<file path="config.mk">
export PLATFORM = sky130hd
export DESIGN_NAME = spi_sensor_to_comm_frame_relay
export DESIGN_NICKNAME = d
export VERILOG_FILES = /design/src/rtl/core/sscfr_pkg.sv /design/src/rtl/core/sscfr_ram.sv /design/src/rtl/core/sscfr_dp.sv /design/src/rtl/core/sscfr_ctrl.sv /design/src/rtl/core/spi_sensor_to_comm_frame_relay.sv
export SDC_FILE = /design/constraint.sdc
export NUM_CORES = 1
export LEC_CHECK = 0
export ABC_AREA = 0
export BUFFER_PORTS_ARGS = -buffer_cell sky130_fd_sc_hd__buf_4
export CORE_MARGIN = 5
export CORE_UTILIZATION = 36
export CTS_BUF_LIST = sky130_fd_sc_hd__clkbuf_8
export CTS_CLUSTER_SIZE = 40
export DETAILED_ROUTE_END_ITERATION = 7
export GPL_TIMING_DRIVEN = 0
export PLACE_DENSITY = 0.61
export SLEW_MARGIN = 20
export SYNTH_ARGS = -nofsm -noshare
export SYNTH_HDL_FRONTEND = slang
export SYNTH_HIERARCHICAL = 1
export SYNTH_SLANG_ARGS = --single-unit
</file>
<file path="constraint.sdc">
create_clock -name clk -period 3.6 [get_ports clk]
set_input_delay 1.08 -clock clk [delete_from_list [all_inputs] [get_ports clk]]
set_output_delay 1.08 -clock clk [all_outputs]
set_load 0.01 [all_outputs]
</file>
<file path="src/rtl/core/sscfr_pkg.sv">
`timescale 1ns / 1ps
package sscfr_pkg;

  localparam int BYTE_W     = 8;
  localparam int S_TDATA_W  = 16;
  localparam int M_TDATA_W  = 24;
  localparam logic [BYTE_W-1:0] TICK_DIVIDE_RESET = 8'd5;

  // input command codes
  typedef enum logic [1:0] {
    CMD_TICK = 2'd0,
    CMD_BYTE = 2'd1,
    CMD_HELD = 2'd2
  } cmd_t;

  typedef enum logic [1:0] {
    PH_IDLE   = 2'd0,
    PH_SENSOR = 2'd1,
    PH_COMM   = 2'd2
  } phase_t;

  // what the output register loads
  typedef enum logic [2:0] {
    OUT_SENSOR = 3'd0,
    OUT_COMM   = 3'd1,
    OUT_ERR    = 3'd2,
    OUT_OK     = 3'd3,
    OUT_PKT    = 3'd4
  } out_sel_t;

  typedef enum logic [2:0] {
    ST_IDLE   = 3'd0,
    ST_FETCH  = 3'd1,
    ST_SEND   = 3'd2,
    ST_HDR    = 3'd3,
    ST_PFETCH = 3'd4,
    ST_PSEND  = 3'd5
  } ctrl_state_t;

  typedef struct packed {
    logic     tick_inc;
    logic     tick_start;
    logic     held_wr;
    logic     sensor_wr;
    logic     reply_wr;
    logic     idx_inc;
    logic     idx_clr;
    logic     phase_set;
    phase_t   phase_val;
    logic     sum_clr;
    logic     sum_add;
    logic     rd_sensor;
    logic     rd_zero;
    logic     rd_reply;
    logic     rd_adv;
    logic     out_load;
    out_sel_t out_sel;
  } dp_cmd_t;

  typedef struct packed {
    phase_t phase;
    logic   idx_last;
    logic   tick_hit;
    logic   sum_ok;
  } dp_stat_t;

endpackage

</file>
<file path="src/rtl/core/sscfr_ram.sv">
`timescale 1ns / 1ps
module sscfr_ram #(
  parameter int WIDTH = 8,
  parameter int DEPTH = 16
) (
  input  logic                     clk,
  input  logic                     we,
  input  logic [$clog2(DEPTH)-1:0] waddr,
  input  logic [WIDTH-1:0]         wdata,
  input  logic                     re,
  input  logic [$clog2(DEPTH)-1:0] raddr,
  output logic [WIDTH-1:0]         rdata
);

  logic [WIDTH-1:0] mem [DEPTH];

  always_ff @(posedge clk) begin
    if (we) begin
      mem[waddr] <= wdata;
    end
    if (re) begin
      rdata <= mem[raddr];
    end
  end

endmodule

</file>
<file path="src/rtl/core/sscfr_dp.sv">
`timescale 1ns / 1ps
module sscfr_dp #(
  parameter int FRAME_BYTES = 16
) (
  input  logic                                      clk,
  input  logic                                      rst,
  input  logic                                      cfg_we,
  input  logic [sscfr_pkg::BYTE_W-1:0]              cfg_wdata,
  input  logic [sscfr_pkg::BYTE_W-1:0]              rx_byte,
  input  sscfr_pkg::dp_cmd_t                        cmd,
  output sscfr_pkg::dp_stat_t                       stat,
  output logic [sscfr_pkg::M_TDATA_W-1:0]           m_tdata,
  output logic                                      m_tuser,
  output logic                                      m_tlast
);
  import sscfr_pkg::*;

  localparam int IW = $clog2(FRAME_BYTES);
  localparam logic [IW-1:0] HELD_SLOT = IW'(FRAME_BYTES - 2);
  localparam logic [IW-1:0] LAST_SLOT = IW'(FRAME_BYTES - 1);

  logic [BYTE_W-1:0] tick_divide;
  logic [BYTE_W-1:0] tick_count;
  logic [BYTE_W-1:0] tick_count_next;
  phase_t            phase;
  logic [IW-1:0]     byte_index;
  logic [IW-1:0]     idx_plus;
  logic [BYTE_W-1:0] held;
  logic [BYTE_W-1:0] sum;
  logic              rd_held;

  logic [IW-1:0]     sensor_raddr;
  logic [IW-1:0]     reply_raddr;
  logic [BYTE_W-1:0] sensor_q;
  logic [BYTE_W-1:0] reply_q;
  logic [BYTE_W-1:0] tx_fetched;

  // output register
  logic              o_kind;
  logic              o_tx_valid;
  logic [BYTE_W-1:0] o_tx_byte;
  logic              o_sel_sensor;
  logic              o_sel_comm;
  logic              o_perr;
  logic [BYTE_W-1:0] o_pbyte;
  logic              o_last;

  assign tick_count_next = tick_count + 8'd1;
  assign idx_plus        = byte_index + IW'(1);
  assign sensor_raddr    = cmd.rd_zero ? '0 : idx_plus;
  assign reply_raddr     = cmd.rd_adv ? idx_plus : byte_index;
  assign tx_fetched      = rd_held ? held : sensor_q;

  assign stat.phase    = phase;
  assign stat.idx_last = (byte_index == LAST_SLOT);
  assign stat.tick_hit = (tick_count_next >= tick_divide);
  assign stat.sum_ok   = (sum == rx_byte);

  always_ff @(posedge clk) begin
    if (rst) begin
      tick_divide <= TICK_DIVIDE_RESET;
    end else if (cfg_we) begin
      tick_divide <= cfg_wdata;
    end
  end

  always_ff @(posedge clk) begin
    if (rst) begin
      tick_count <= '0;
      phase      <= PH_IDLE;
      byte_index <= '0;
      held       <= '0;
      sum        <= '0;
    end else begin
      if (cmd.tick_start) begin
        tick_count <= '0;
        phase      <= PH_SENSOR;
        byte_index <= '0;
      end else begin
        if (cmd.tick_inc) begin
          tick_count <= tick_count_next;
        end
        if (cmd.phase_set) begin
          phase <= cmd.phase_val;
        end
        if (cmd.idx_clr) begin
          byte_index <= '0;
        end else if (cmd.idx_inc) begin
          byte_index <= idx_plus;
        end
      end
      if (cmd.held_wr) begin
        held <= rx_byte;
      end
      if (cmd.sum_clr) begin
        sum <= '0;
      end else if (cmd.sum_add) begin
        sum <= sum + rx_byte;
      end
    end
  end

  // the held slot lives in its own register; its RAM slot is never written and the RAM data is not used
  always_ff @(posedge clk) begin
    if (cmd.rd_sensor) begin
      rd_held <= (sensor_raddr == HELD_SLOT);
    end
  end

  sscfr_ram #(
    .WIDTH (BYTE_W),
    .DEPTH (FRAME_BYTES)
  ) u_sensor_ram (
    .clk   (clk),
    .we    (cmd.sensor_wr && (byte_index != HELD_SLOT)),
    .waddr (byte_index),
    .wdata (rx_byte),
    .re    (cmd.rd_sensor),
    .raddr (sensor_raddr),
    .rdata (sensor_q)
  );

  sscfr_ram #(
    .WIDTH (BYTE_W),
    .DEPTH (FRAME_BYTES)
  ) u_reply_ram (
    .clk   (clk),
    .we    (cmd.reply_wr),
    .waddr (byte_index),
    .wdata (rx_byte),
    .re    (cmd.rd_reply),
    .raddr (reply_raddr),
    .rdata (reply_q)
  );

  always_ff @(posedge clk) begin
    if (cmd.out_load) begin
      o_kind       <= 1'b0;
      o_tx_valid   <= 1'b0;
      o_tx_byte    <= '0;
      o_sel_sensor <= 1'b0;
      o_sel_comm   <= 1'b0;
      o_perr       <= 1'b0;
      o_pbyte      <= '0;
      o_last       <= 1'b1;
      case (cmd.out_sel)
        OUT_SENSOR: begin
          o_tx_valid   <= 1'b1;
          o_sel_sensor <= 1'b1;
        end
        OUT_COMM: begin
          o_tx_valid <= 1'b1;
          o_tx_byte  <= tx_fetched;
          o_sel_comm <= 1'b1;
        end
        OUT_ERR: begin
          o_perr <= 1'b1;
        end
        OUT_OK: begin
          o_last <= 1'b0;
        end
        OUT_PKT: begin
          o_kind  <= 1'b1;
          o_pbyte <= reply_q;
          o_last  <= stat.idx_last;
        end
        default: begin
          o_last <= 1'b1;
        end
      endcase
    end
  end

  assign m_tdata = {4'd0, o_pbyte, o_perr, o_sel_comm, o_sel_sensor, o_tx_byte, o_tx_valid};
  assign m_tuser = o_kind;
  assign m_tlast = o_last;

endmodule

</file>
<file path="src/rtl/core/sscfr_ctrl.sv">
`timescale 1ns / 1ps
module sscfr_ctrl (
  input  logic                clk,
  input  logic                rst,
  input  logic                s_tvalid,
  output logic                s_tready,
  input  sscfr_pkg::cmd_t     command,
  output logic                m_tvalid,
  input  logic                m_tready,
  input  sscfr_pkg::dp_stat_t stat,
  output sscfr_pkg::dp_cmd_t  cmd
);
  import sscfr_pkg::*;

  ctrl_state_t state;
  ctrl_state_t state_next;
  logic        take;

  assign take = s_tvalid && (state == ST_IDLE);

  always_ff @(posedge clk) begin
    if (rst) begin
      state <= ST_IDLE;
    end else begin
      state <= state_next;
    end
  end

  always_comb begin
    state_next = state;
    unique case (state)
      ST_IDLE: begin
        if (take) begin
          case (command)
            CMD_TICK: begin
              if (stat.tick_hit) begin
                state_next = ST_SEND;
              end
            end
            CMD_BYTE: begin
              case (stat.phase)
                PH_SENSOR: state_next = stat.idx_last ? ST_FETCH : ST_SEND;
                PH_COMM: begin
                  if (!stat.idx_last) begin
                    state_next = ST_FETCH;
                  end else begin
                    state_next = stat.sum_ok ? ST_HDR : ST_SEND;
                  end
                end
                default: state_next = ST_IDLE;
              endcase
            end
            default: state_next = ST_IDLE;
          endcase
        end
      end
      ST_FETCH:  state_next = ST_SEND;
      ST_SEND:   state_next = m_tready ? ST_IDLE : ST_SEND;
      ST_HDR:    state_next = m_tready ? ST_PFETCH : ST_HDR;
      ST_PFETCH: state_next = ST_PSEND;
      ST_PSEND: begin
        if (m_tready) begin
          state_next = stat.idx_last ? ST_IDLE : ST_PFETCH;
        end
      end
      default:   state_next = ST_IDLE;
    endcase
  end

  always_comb begin
    cmd           = '0;
    cmd.phase_val = PH_IDLE;
    cmd.out_sel   = OUT_SENSOR;
    s_tready      = (state == ST_IDLE);
    m_tvalid      = (state == ST_SEND) || (state == ST_HDR) || (state == ST_PSEND);
    unique case (state)
      ST_IDLE: begin
        if (take) begin
          case (command)
            CMD_TICK: begin
              if (stat.tick_hit) begin
                cmd.tick_start = 1'b1;
                cmd.out_load   = 1'b1;
                cmd.out_sel    = OUT_SENSOR;
              end else begin
                cmd.tick_inc = 1'b1;
              end
            end
            CMD_HELD: cmd.held_wr = 1'b1;
            CMD_BYTE: begin
              case (stat.phase)
                PH_SENSOR: begin
                  cmd.sensor_wr = 1'b1;
                  if (!stat.idx_last) begin
                    cmd.idx_inc  = 1'b1;
                    cmd.out_load = 1'b1;
                    cmd.out_sel  = OUT_SENSOR;
                  end else begin
                    // switch to the comm unit, fetch frame byte 0
                    cmd.idx_clr   = 1'b1;
                    cmd.phase_set = 1'b1;
                    cmd.phase_val = PH_COMM;
                    cmd.sum_clr   = 1'b1;
                    cmd.rd_sensor = 1'b1;
                    cmd.rd_zero   = 1'b1;
                  end
                end
                PH_COMM: begin
                  cmd.reply_wr = 1'b1;
                  if (!stat.idx_last) begin
                    cmd.sum_add   = 1'b1;
                    cmd.idx_inc   = 1'b1;
                    cmd.rd_sensor = 1'b1;
                  end else begin
                    cmd.idx_clr   = 1'b1;
                    cmd.phase_set = 1'b1;
                    cmd.phase_val = PH_IDLE;
                    cmd.out_load  = 1'b1;
                    cmd.out_sel   = stat.sum_ok ? OUT_OK : OUT_ERR;
                  end
                end
                default: cmd.out_load = 1'b0;
              endcase
            end
            default: cmd.out_load = 1'b0;
          endcase
        end
      end
      ST_FETCH: begin
        cmd.out_load = 1'b1;
        cmd.out_sel  = OUT_COMM;
      end
      ST_SEND: cmd.out_load = 1'b0;
      ST_HDR: begin
        cmd.rd_reply = m_tready;
      end
      ST_PFETCH: begin
        cmd.out_load = 1'b1;
        cmd.out_sel  = OUT_PKT;
      end
      ST_PSEND: begin
        if (m_tready) begin
          if (stat.idx_last) begin
            cmd.idx_clr = 1'b1;
          end else begin
            // advance and prefetch the next reply byte
            cmd.idx_inc  = 1'b1;
            cmd.rd_reply = 1'b1;
            cmd.rd_adv   = 1'b1;
          end
        end
      end
      default: cmd.out_load = 1'b0;
    endcase
  end

endmodule

</file>
<file path="src/rtl/core/spi_sensor_to_comm_frame_relay.sv">
`timescale 1ns / 1ps
// Event-driven SPI master relay. Beats on s_* are timer ticks, SPI byte
// completions and writes of the held status byte; every tick_divide ticks a
// frame of FRAME_BYTES bytes is read from the sensor (the held byte replaces
// slot FRAME_BYTES-2), then sent to the comm unit while its reply comes in.
// A reply with a good 8-bit checksum is emitted as a header beat plus
// FRAME_BYTES packet beats (m_tuser high); a bad one gives one error beat.
// Each run of beats on m_* answers one input beat, and m_tlast marks the end
// of the run. One item is handled at a time: a held-byte write, an ignored
// beat or a tick that starts no frame is handled in the idle state; a
// frame-starting tick or a byte completion holds its beat in a send state
// until m_* takes it, after a fetch state when the next frame byte is read
// from the sensor frame RAM (registered read). A valid reply run sends its
// header, then a fetch and a send state per packet byte (registered reply RAM).
module spi_sensor_to_comm_frame_relay #(
  parameter int FRAME_BYTES = 16
) (
  input  logic                              clk,
  input  logic                              rst,
  input  logic                              cfg_we,
  input  logic [7:0]                        cfg_wdata,  // tick_divide
  input  logic                              s_tvalid,
  output logic                              s_tready,
  input  logic [sscfr_pkg::S_TDATA_W-1:0]   s_tdata,    // command[1:0], rx_byte[9:2],
                                                        // zero pad
  output logic                              m_tvalid,
  input  logic                              m_tready,
  output logic [sscfr_pkg::M_TDATA_W-1:0]   m_tdata,    // tx_valid[0], tx_byte[8:1],
                                                        // select_sensor[9],
                                                        // select_comm[10],
                                                        // packet_error[11],
                                                        // packet_byte[19:12], zero pad
  output logic                              m_tuser,    // kind
  output logic                              m_tlast     // last
);
  import sscfr_pkg::*;

  dp_cmd_t  cmd;
  dp_stat_t stat;

  sscfr_ctrl u_ctrl (
    .clk      (clk),
    .rst      (rst),
    .s_tvalid (s_tvalid),
    .s_tready (s_tready),
    .command  (cmd_t'(s_tdata[1:0])),
    .m_tvalid (m_tvalid),
    .m_tready (m_tready),
    .stat     (stat),
    .cmd      (cmd)
  );

  sscfr_dp #(
    .FRAME_BYTES (FRAME_BYTES)
  ) u_dp (
    .clk       (clk),
    .rst       (rst),
    .cfg_we    (cfg_we),
    .cfg_wdata (cfg_wdata),
    .rx_byte   (s_tdata[9:2]),
    .cmd       (cmd),
    .stat      (stat),
    .m_tdata   (m_tdata),
    .m_tuser   (m_tuser),
    .m_tlast   (m_tlast)
  );

endmodule

</file>
; ---- Yosys cells after proc, flatten, opt, wreduce, memory -nomap -nowiden
; Memories as Yosys holds them, arrays and structs flattened. A register that Yosys moved wholly into a read port is not among the register bits.
; Index checks and enable logic that the tools add are counted.
[word_totals]
regBits = 64
latch_bits = 0
ramBits = 256
mem_bits_ro = 0
inputBits = 29
out_inout_bits = 28
word_cells = 120
n_memories = 2
[mem_list]
columns = memory, depth, word_bits, rd, rd_ports_with_merged_regs, write_ports, line_no
row1 = u_dp.u_reply_ram.mem, 16, 8, 1, 1, 1, sscfr_ram.sv:15  ; logic [WIDTH-1:0] mem [DEPTH];
row2 = u_dp.u_sensor_ram.mem, 16, 8, 1, 1, 1, sscfr_ram.sv:15
[classes]
add_sub_neg = 3
n_mul = 0
div = 0
order_cmp = 1
n_eq_ne = 20
shift = 0
mux = 63
bitwise = 0
n_reduce_logical = 14
[op_table]
columns = cell, count
row1 = $mux 4, 7
row2 = $pmux 3 s2, 4
row3 = $mux 1, 23
row4 = $mux 3, 6
row5 = $pmux 3 s6, 1
row6 = $mux 14, 1
row7 = $mux 2, 7
row8 = $eq 3x2->1 const B, 4
row9 = $pmux 1 s2, 6
row10 = $mux 11, 1
row11 = $mux 5, 2
row12 = $pmux 5 s2, 1
row13 = $eq 3x3->1 const B, 3
row14 = $pmux 3 s3, 1
row15 = $add 8x1->8 const B, 1
row16 = $add 8x8->8, 1
row17 = $eq 4x4->1 const B, 2
row18 = $eq 8x8->1, 1
row19 = $ge 8x8->1, 1
row20 = $mux 8, 1
row21 = $reduce_or 2->1, 4
row22 = $mux 7, 1
row23 = $eq 3x1->1 const B, 2
row24 = $logic_not 3->1, 2
row25 = other kinds (14), 18

; ---- Depth between registers and ports, before layout
; Gate-level depths: netlist (run 1).
[depth]
depth_word = 10
ltp_mapped = 12
mapped_depth_nobuf = 11

; ---- Cells and area by module
; The synthesis (run 1) kept the hierarchy.
[by_module_without_submodules]
columns = mod, instances, cells_per_inst, area_each_um2, seq_area_each_um2
row1 = sscfr_ram, 2, 229, 5227.5, 4083.9
row2 = sscfr_dp, 1, 317, 3141.8, 1451.4
row3 = sscfr_ctrl, 1, 77, 501.7, 60.1

; ---- Least setup slack after synthesis (run 1)
; OpenSTA, ideal clock, no wires.
[synth_timing]
path_type = register to register
from = register u_dp.tick_count[2]
to = register u_dp.o_last (netlist: u_dp/m_tlast), enable pin
setup_ns = 0.437
arrival_ns = 3.473
path_slack_ns = -0.310
stages_incl_launch_ff = 10
cell_sequence = dfxtp_1 and3_1 and3_1 nand3_1 xnor2_1 ha_1 and3_1 a221o_1 nor2_1 o32ai_1
[synth_lines]
columns = element, line_no
row1 = from (decl), sscfr_dp.sv:23  ; logic [BYTE_W-1:0] tick_count;
row2 = from (signal assigned), sscfr_dp.sv:81  ; tick_count <= tick_count_next;
row3 = to (signal assigned), sscfr_dp.sv:165  ; o_last <= stat.idx_last;
row4 = to (decl), sscfr_dp.sv:46  ; logic o_last;

==> out/results.ini, run 1 <==
[outcome]
outcome = complete, no violations

[placement]
gp_congestion = 0.778
place_inst = 1419
dp_hpwl_um = 18600
pre_cts_ws_ns = -0.296
numPortBuffers = 44

[drt]
drt-pass1-iter-count = 4
vias_per_cell = 5.03
route.detailed.drc = 0
num_vias = 7607
antenna_left = 0
wl_per_cell_um = 19.4
wl_um = 29300
drt_iter0_drc = 420

[pwr]
p_sw_frac = 0.210
power_density_nw_per_um2 = 453
p_comb_frac = 0.024
clock_power_share = 0.394
p_leak_uw = 0.00552
peakVddDrop_v = 0.000249
power_switching_uw = 1530
pwr-share-seq = 0.582
p_int_uw = 5770

[floorplanning]
dieWidth_um = 208
die-area_sq_um = 43200
initial_utilization = 0.364
die_h_um = 208
rows = 72
io_pins = 57
coreArea_sq_um = 38700

[global_routing]
grt_pass1_wl_um = 45500
grt_pass1_vias = 7737
grt_max_degree = 38
gr-total-overflow = 0
antenna_found_initial = 0
grt_use_total = 0.134

[sta]
hold_viol = 0
fin_crit_ns = 3.35
slew_headroom = 0.387
setup_viol_count_final = 0
fmax_mhz = 298
maxSlewViolCount = 0
finClkSkew_ns = 0.0257
worstMarginPinSlew_ns = 0.915
fin_ws_ns = 0.249
final.period_utilization = 0.931
rsz0062_at_grt = no
worst_hold_slack_ns = 0.498

[cts]
cts_setup_buffers = 0
cts-hold-fix-buffers = 0
path_clk_slew_ns = 0.06
cts_sinks = 336
clock_latency_ns = 0.58
clockRootBuffer = clkbuf_8
clock_path_buffers = 3
cts_made_buffers = 53
htreeDepth = 2
cts_tree = built

[critical_path]
slowest_delay_ns = 0.44
worstPathMaxFanout = 16
cp.arrival_ns = 3.67
worst_setup_path_start_kind = register
path_cells = ha_1, nand3_1, inv_1, buf_2, nor2_1, nor2_1, a21oi_1, buf_2, mux4_1, a22oi_1, nand2_1
critical_path_class = register to register
worstPathRequired_ns = 3.92
cp_slowest_cell = dfxtp_2
cp-end-kind = register

[yosys]
synth_top_cell_area_share = 0.628
async_reset_ff_frac = 0
synth_cell_type_count = 63
seq_area_frac_synth = 0.687
netlist_area_sq_um = 14100
synth_edf_count = 295
synth_top_flop_cell = edfxtp_1
yosysTopAreaCell = edfxtp_1
avgSynthCellArea_sq_um = 16.5
yosysWarnings = 6
synth-seq-cells = 336
synth.area.top_cells = edfxtp_1, dfxtp_1, mux4_2
synthCells = 852

[final_layout]
nets = 1006
drive_gt1_frac = 0.209
final_cells = 1513
fill_cells = 3504
diodes = 0
syn_to_final_growth_pct = 14.4

[min_path]
min_path_type = register to register

[job]
drv_cap = 0

==> cells in the mapped netlist, types with 3 or more instances <==
master,number
nand3_1,10
a21o_1,4
nand2_1,41
mux4_1,28
nor3_1,22
nor4_1,4
nand3b_1,6
o21a_1,3
ha_1,20
nor2b_1,10
nand2b_1,7
mux2i_1,27
clkbuf_1,10
a21oi_1,13
xnor2_1,10
nor2_1,85
a22oi_1,33
and3_1,5
buf_6,6
edfxtp_1,295
buf_2,12
mux4_2,36
buf_4,12
inv_1,22
o21ai_0,9
clkdlybuf4s25_2,6
nand4_1,6
or3_1,3
xor2_1,13
and2_1,10
a211oi_1,5
dfxtp_1,41
==> registers in the layout, summed over array words and instances (netlist names), 2 cells and up <==
| register | flops |
|---|---|
| u_dp/phase | 2 |
| u_dp/u_sensor_ram/rdata | 8 |
| u_dp/byte_index | 4 |
| u_ctrl/state | 3 |
| u_dp/sum | 8 |
| u_dp/u_reply_ram/mem | 128 |
| u_dp/o_pbyte | 8 |
| u_dp/tick_divide | 8 |
| u_dp/held | 8 |
| u_dp/u_reply_ram/rdata | 8 |
| u_dp/o_tx_byte | 8 |
| u_dp/tick_count | 8 |
| u_dp/u_sensor_ram/mem | 128 |
==> layout make-up <==
type                    count  area, sq um  area share
repair buffers             46          353      0.0219
clock buffers              58          798      0.0495
flip-flops and latches    336         9680       0.601
plain buffers              47          320      0.0199
well taps                 518          648      0.0402
inverters                  23         88.8     0.00551
multi-input cells         449         4080       0.253
clock inverters            36          148     0.00916
==> worst paths after layout <==
path                                    from                             endpoint  slack (ns)  depth (start not counted)
max          u_dp/byte_index[0]$_SDFFE_PP0P_  u_dp/u_reply_ram/rdata[1]$_DFFE_PP_        0.25                         11
min                u_dp/held[4]$_SDFFE_PP0P_            u_dp/held[4]$_SDFFE_PP0P_        0.50                          2
max reg2reg  u_dp/byte_index[0]$_SDFFE_PP0P_  u_dp/u_reply_ram/rdata[1]$_DFFE_PP_        0.25                         11
min reg2reg        u_dp/held[4]$_SDFFE_PP0P_            u_dp/held[4]$_SDFFE_PP0P_        0.50                          2
==> power groups by stage <==
stage | registers [uW] | logic, uW | clock network [uW]
6_report | 4250 | 174 | 2880
5_1_grt | 4240 | 194 | 3170
4_1_cts | 4250 | 178 | 2980
3_5_place_dp | 4330 | 178 | 0
3_3_place_gp | 4330 | 171 | 0
2_1_floorplan | 4330 | 70.8 | 0
==> cell usage in the layout, fill, tap and decap left out, drive strengths merged, types with 7 or more instances in the layout <==
master and n:
and2 10, a22oi 33, buf 76, mux4 64
clkbuf 69, nor3 23, nand2 42, a21oi 13
nand3 11, ha 20, o21ai 9, nor2b 11
inv 44, clkinv 15, xor2 13, edfxtp 295
nand2b 7, xnor2 10, nor2 85, mux2i 27
dfxtp 41
==> cells by family after synthesis <==
| family | after synthesis | synth area share |
|---|---|---|
| adders and majority gates | 21 | 0.0192 |
| and+or+nand+nor | 226 | 0.0799 |
| DFF | 336 | 0.687 |
| other | 2 | 0.000533 |
| muxes | 91 | 0.129 |
| buffers and inverters | 70 | 0.0290 |
| AOI/OAI and AO/OA | 83 | 0.0417 |
| xor gates and xnor gates | 23 | 0.0143 |
==> through the flow <==
step                       util  setup TNS [ns]  power [uW]  area (sq um)
final                     0.416               0        7300         16100
after global routing      0.416               0        7610         16100
after CTS                 0.416               0        7410         16100
after detailed placement  0.392          -13.13        4510         15200
after global placement    0.390          -31.87        4500         15100
after floorplan               -               0        4400         14100
==> critical path, delay by kind of cell, from the launching register on <==
family                   cells  cell delay (ns)
AO/OA/AOI/OAI                2             0.73
adder cells (fa/ha/maj)      1             0.31
buffers and inverters        3             0.56
flip-flops                   1             0.44
multiplexers                 1             0.35
AND/OR/NAND/NOR              4             0.69
==> per-layer routing <==
metal / up-vias / GRT usage / share of wire
li1: 3534 / - / -
met1: 3849 / 0.180 / 0.44
met2: 174 / 0.221 / 0.49
met3: 50 / 0.0267 / 0.046
met4: 0 / 0.0399 / 0.021
met5: - / 0 / 0
==> timing repair <==
item	4_1_cts	5_1_grt
pin swaps	0	0
gates resized for setup	2	2
endpoints found under the setup margin	16	8
No activity file was read; power rests on OpenSTA's default activity.
==> run 2: changes to the inputs <==
Settings changed: CELL_PAD_IN_SITES_DETAIL_PLACEMENT set to 1, CELL_PAD_IN_SITES_GLOBAL_PLACEMENT set to 1, PLACE_DENSITY 0.61 to 0.68.
==> out/results.ini, run 2 (synthesis gave the netlist of run 1 again) <==
[outcome]
outcome = complete, no violations  ; unchanged

[pwr]
power_switching_uw = 1630  ; was 1530 uW
power_density_nw_per_um2 = 465  ; was 453 nW/um^2
p_sw_frac = 0.216  ; was 0.210
clock_power_share = 0.414  ; was 0.394
peakVddDrop_v = 0.000242  ; was 0.000249 V
p_comb_frac = 0.023  ; was 0.024
pwr-share-seq = 0.563  ; was 0.582
p_leak_uw = 0.00554  ; was 0.00552 uW
p_int_uw = 5910  ; was 5770 uW

[global_routing]
grt_use_total = 0.148  ; was 0.134
antenna_found_initial = 0  ; unchanged
grt_pass1_wl_um = 50100  ; was 45,500 um
grt_pass1_vias = 8316  ; was 7,737
gr-total-overflow = 0  ; unchanged
grt_max_degree = 38  ; unchanged

[final_layout]
syn_to_final_growth_pct = 15.0  ; was 14.4%
reg_top3 = u_dp/u_reply_ram/mem: 128 flops, u_dp/u_sensor_ram/mem: 128 flops  ; unchanged
multi_input_area_sq_um = 4090  ; was 4080 sq um
final_cell_mix = edfxtp_1, nor2_1, clkbuf_8  ; unchanged
regArea_sq_um = 9690  ; was 9680 sq um
diodes = 0  ; unchanged
drive_gt1_frac = 0.211  ; was 0.209
fill_cells = 3903  ; was 3,504
mostFrequentLayoutCell = edfxtp_1  ; unchanged
final_cells = 1520  ; was 1,513
nets = 1006  ; unchanged
stdcell_area_sq_um = 16200  ; was 16,100 sq um

[drt]
drt-pass1-iter-count = 4  ; unchanged
num_vias = 7707  ; was 7,607
drt_iter0_drc = 398  ; was 420
vias_per_cell = 5.07  ; was 5.03
dr_wl_met2_um = 15500  ; was 14,300 um
highest_layer = met4  ; unchanged
wl_per_cell_um = 21.1  ; was 19.4 um
wl_met3_um = 1300  ; was 1350 um
antenna_left = 0  ; unchanged
route.detailed.drc = 0  ; unchanged
wl_um = 32000  ; was 29,300 um
met1_length_um = 14500  ; was 13,000 um

[floorplanning]
die-area_sq_um = 43200  ; unchanged
dieWidth_um = 208  ; unchanged
rows = 72  ; unchanged
initial_utilization = 0.364  ; unchanged
coreArea_sq_um = 38700  ; unchanged
die_h_um = 208  ; unchanged
io_pins = 57  ; unchanged

[cts]
clock_path_buffers = 3  ; unchanged
htreeDepth = 2  ; unchanged
cts_sinks = 336  ; unchanged
cts_tree = built  ; unchanged
path_clk_slew_ns = 0.06  ; about the same
clockRootBuffer = clkbuf_8  ; unchanged
cts-hold-fix-buffers = 0  ; unchanged
clock_latency_ns = 0.62  ; was 0.58 ns
cts_made_buffers = 54  ; was 53

[critical_path]
startpoint = s_tdata[1]  ; was u_dp/byte_index[0]$_SDFFE_PP0P_
worst_setup_path_start_kind = input port  ; was register
worstReg2RegStart = u_dp/byte_index[1]$_SDFFE_PP0P_  ; was u_dp/byte_index[0]$_SDFFE_PP0P_
critical_path_class = input port to register  ; was register to register
worstPathRequired_ns = 3.82  ; was 3.92 ns
r2r_cells = 11  ; unchanged
cp.arrival_ns = 3.61  ; was 3.67 ns
cp-end-kind = register  ; unchanged
worstPathMaxFanout = 8  ; was 16

[sta]
setup_viol_count_final = 0  ; unchanged
finClkSkew_ns = 0.0210  ; was 0.0257 ns
fmax_mhz = 295  ; was 298 MHz
hold_viol = 0  ; unchanged
worst_hold_slack_ns = 0.495  ; was 0.498 ns
fin_ws_ns = 0.214  ; was 0.249 ns
fin_crit_ns = 3.39  ; was 3.35 ns
worstMarginPinSlew_ns = 0.984  ; was 0.915 ns
final.setup.tns_ns = 0  ; unchanged
slew_headroom = 0.344  ; was 0.387
final.period_utilization = 0.940  ; was 0.931
maxSlewViolCount = 0  ; unchanged

[placement]
place_inst = 1418  ; was 1,419
placed_area_sq_um = 15200  ; about the same
dp_hpwl_um = 20900  ; was 18,600 um
numPortBuffers = 44  ; unchanged
pre_cts_ws_ns = -0.399  ; was -0.296 ns
gp_congestion = 0.745  ; was 0.778

[min_path]
min_from = u_dp/held[5]$_SDFFE_PP0P_  ; was u_dp/held[4]$_SDFFE_PP0P_
whs_path_depth = 2  ; unchanged
min_path_type = register to register  ; unchanged

[job]
drv_cap = 0  ; unchanged

==> run 2: cell count changes in the layout (fill, tap and decap cells not counted), moves of 2 or more <==
cell,before,now
inv_1,42,38
bufinv_16,0,2
clkinv_2,6,4
clkinv_1,9,20
==> run 2: what timing repair did <==
action | CTS | global route
setup buffers | 0 | 0
resized for setup | 3 | 6
endpoints found under the setup margin | 41 | 14
==> run 2: power by group through the flow <==
stage	sequential (uW)	clock, uW	combinational (uW)
global placement	4330	0	172
global route	4240	3420	196
floorplan	4330	0	70.8
detailed placement	4330	0	181
finish	4250	3120	176
CTS	4250	3220	181
==> run 2: area by class of cell <==
type,count,area share
clock buffers,57,0.0484
repair buffers,45,0.0213
multi-input cells,449,0.252
flip-flops and latches,336,0.597
clock inverters,45,0.0154
plain buffers,47,0.0198
inverters,23,0.00548
well taps,518,0.0400
==> run 2: final timing paths <==
check | end | slack [ns]
max | u_dp/u_sensor_ram/mem[3][0]$_DFFE_PP_ | 0.21
min | u_dp/held[5]$_SDFFE_PP0P_ | 0.50
max reg2reg | u_dp/u_reply_ram/rdata[5]$_DFFE_PP_ | 0.25
min reg2reg | u_dp/held[5]$_SDFFE_PP0P_ | 0.50
==> run 2: per-layer routing <==
layer,track usage,up-vias
li1,-,3547
met1,0.199,3952
met2,0.244,162
met3,0.0294,46
met4,0.0446,0
met5,0,-
==> run 2: per-stage QoR <==
step	total power [uW]	utilization
finish	7540	0.419
detailed placement	4510	0.391
global route	7860	0.419
global placement	4500	0.390
floorplan	4400	-
CTS	7650	0.418
==> run 2: worst max-delay path, stage by stage <==
cell and delay [ns]:
buf_4 0.13, nor4_4 0.28, nand3_2 0.20, nor2_1 0.14
inv_1 0.05, a31oi_1 0.50, or3b_2 0.56, nor2_1 0.67
==> run 3: changes to the inputs <==
Settings changed: BUFFER_PORTS_ARGS -buffer_cell sky130_fd_sc_hd__buf_4 to not set, DONT_BUFFER_PORTS set to 1, PLACE_DENSITY 0.68 to 0.66.
==> out/results.ini, run 3 (synthesis gave the netlist of run 1 again) <==
[pwr]
peakVddDrop_v = 0.000225  ; was 0.000242 V
p_leak_uw = 0.00532  ; was 0.00554 uW
power_density_nw_per_um2 = 459  ; was 465 nW/um^2

[floorplanning]
die-area_sq_um = 43200  ; unchanged
initial_utilization = 0.364  ; unchanged
coreArea_sq_um = 38700  ; unchanged
rows = 72  ; unchanged
dieWidth_um = 208  ; unchanged
io_pins = 57  ; unchanged
die_h_um = 208  ; unchanged

[drt]
antenna_left = 0  ; unchanged
wl_per_cell_um = 21.5  ; was 21.1 um
wl_um = 31600  ; was 32,000 um
drt-pass1-iter-count = 6  ; was 4
route.detailed.drc = 0  ; unchanged
vias_per_cell = 5.13  ; was 5.07
num_vias = 7550  ; was 7,707
drt_iter0_drc = 444  ; was 398

[final_layout]
mostFrequentLayoutCell = edfxtp_1  ; unchanged
stdcell_area_sq_um = 15800  ; was 16,200 sq um
final_cell_mix = edfxtp_1, nor2_1, clkbuf_8  ; unchanged
nets = 963  ; was 1,006
drive_gt1_frac = 0.175  ; was 0.211
fill_cells = 3926  ; was 3,903
syn_to_final_growth_pct = 12.1  ; was 15.0%
reg_top3 = u_dp/u_reply_ram/mem: 128 flops, u_dp/u_sensor_ram/mem: 128 flops  ; unchanged

[outcome]
outcome = complete, no violations  ; unchanged

[cts]
cts_made_buffers = 55  ; was 54
cts_tree = built  ; unchanged
clock_path_buffers = 3  ; unchanged
htreeDepth = 2  ; unchanged
path_clk_slew_ns = 0.06  ; about the same
clock_latency_ns = 0.59  ; was 0.62 ns
cts_setup_buffers = 0  ; unchanged
cts_sinks = 336  ; unchanged
clockRootBuffer = clkbuf_8  ; unchanged

[sta]
slew_headroom = 0.387  ; was 0.344
fmax_mhz = 298  ; was 295 MHz
final.setup.tns_ns = 0  ; unchanged
hold_viol = 0  ; unchanged
setup_viol_count_final = 0  ; unchanged
maxSlewViolCount = 0  ; unchanged
fin_crit_ns = 3.36  ; was 3.39 ns
finClkSkew_ns = 0.0273  ; was 0.0210 ns
worst_hold_slack_ns = 0.497  ; was 0.495 ns
final.period_utilization = 0.932  ; was 0.940
worstMarginPinSlew_ns = 0.915  ; was 0.984 ns
rsz0062_at_grt = no

[critical_path]
startpoint = u_dp/byte_index[0]$_SDFFE_PP0P_  ; was s_tdata[1]
cp-end-kind = register  ; unchanged
worst_setup_path_start_kind = register  ; was input port
worstReg2RegStart = u_dp/byte_index[0]$_SDFFE_PP0P_  ; was u_dp/byte_index[1]$_SDFFE_PP0P_
cp.arrival_ns = 3.56  ; was 3.61 ns
critical_path_class = register to register  ; was input port to register
worstPathRequired_ns = 3.80  ; was 3.82 ns
worstPathMaxFanout = 16  ; was 8

[global_routing]
grt_max_degree = 38  ; unchanged
grt_pass1_wl_um = 48800  ; was 50,100 um
grt_use_total = 0.146  ; was 0.148
antenna_found_initial = 1  ; was 0
grt_pass1_vias = 7990  ; was 8,316
gr-total-overflow = 0  ; unchanged

[placement]
numPortBuffers = 0  ; was 44
placed_area_sq_um = 14800  ; was 15,200 sq um
dp_hpwl_um = 20600  ; was 20,900 um
gp_congestion = 0.766  ; was 0.745

[job]
drv_cap = 0  ; unchanged

[min_path]
min_path_type = register to register  ; unchanged
min_from = u_dp/held[6]$_SDFFE_PP0P_  ; was u_dp/held[5]$_SDFFE_PP0P_

[run 3: cell types whose count changed in the layout (fill, tap and decap cells not counted), sizes merged]
| cell | change |
|---|---|
| clkbuf | +1 |
| bufinv | -2 |
| inv | +4 |
| diode | +1 |
| clkinv | -8 |
| buf | -44 |
[run 3: cell type report]
class | instances | area (sq um) | area share
inverters | 23 | 88.8 | 0.00562
multi-input cells | 449 | 4090 | 0.259
well taps | 518 | 648 | 0.0410
clock inverters | 39 | 156 | 0.00990
clock buffers | 58 | 798 | 0.0505
diodes | 1 | 2.50 | 0.000158
plain buffers | 47 | 322 | 0.0203
flip-flops and latches | 336 | 9680 | 0.613
repair buffers | 1 | 15.0 | 0.000950
[run 3: metrics by stage]
step / utilization / setup WS, ns / power [uW] / std cells
global placement: 0.381 / -0.562 / 4420 / 1373
detailed placement: 0.383 / -0.265 / 4430 / 1374
finish: 0.408 / 0.244 / 7250 / 1472
CTS: 0.408 / 0.0642 / 7370 / 1471
floorplan: - / 0.275 / 4400 / 855
global route: 0.408 / 0.0443 / 7570 / 1472
[run 3: power breakdown]
| group | internal, uW | leakage (uW) | switching [uW] |
|---|---|---|---|
| registers | 4240 | 0.00299 | 9.11 |
| logic | 37.5 | 0.00175 | 55.9 |
| clock network | 1470 | 0.000580 | 1430 |
| total | 5750 | 0.00532 | 1490 |
[run 3: final timing paths]
check	endpoint	slack, ns	cells after the start
max	u_dp/u_sensor_ram/mem[2][6]$_DFFE_PP_	0.24	6
min	u_dp/held[6]$_SDFFE_PP0P_	0.50	2
max reg2reg	u_dp/u_sensor_ram/mem[2][6]$_DFFE_PP_	0.24	6
min reg2reg	u_dp/held[6]$_SDFFE_PP0P_	0.50	2
[run 3: layer usage]
metal  wire, um  vias to the layer above  track usage  share of wire
li1           -                     3442            -              -
met1      14300                     3897        0.201           0.45
met2      15200                      168        0.237           0.48
met3       1690                       43       0.0295          0.053
met4        527                        0       0.0392          0.017
met5          0                        -            0              0
[run 3: timing repair]
action                                  in CTS  in global routing
endpoints found under the setup margin      28                 17
hold buffers                                 0                  0
gates resized for setup                      2                  6
[run 3: worst max-delay path: stages, from the launching register on]
cell and delay, ns:
dfxtp_2 0.61, clkbuf_1 0.34, inv_1 0.11, ha_1 0.21, a31oi_1 0.45, or3b_2 0.55, nor2_1 0.69
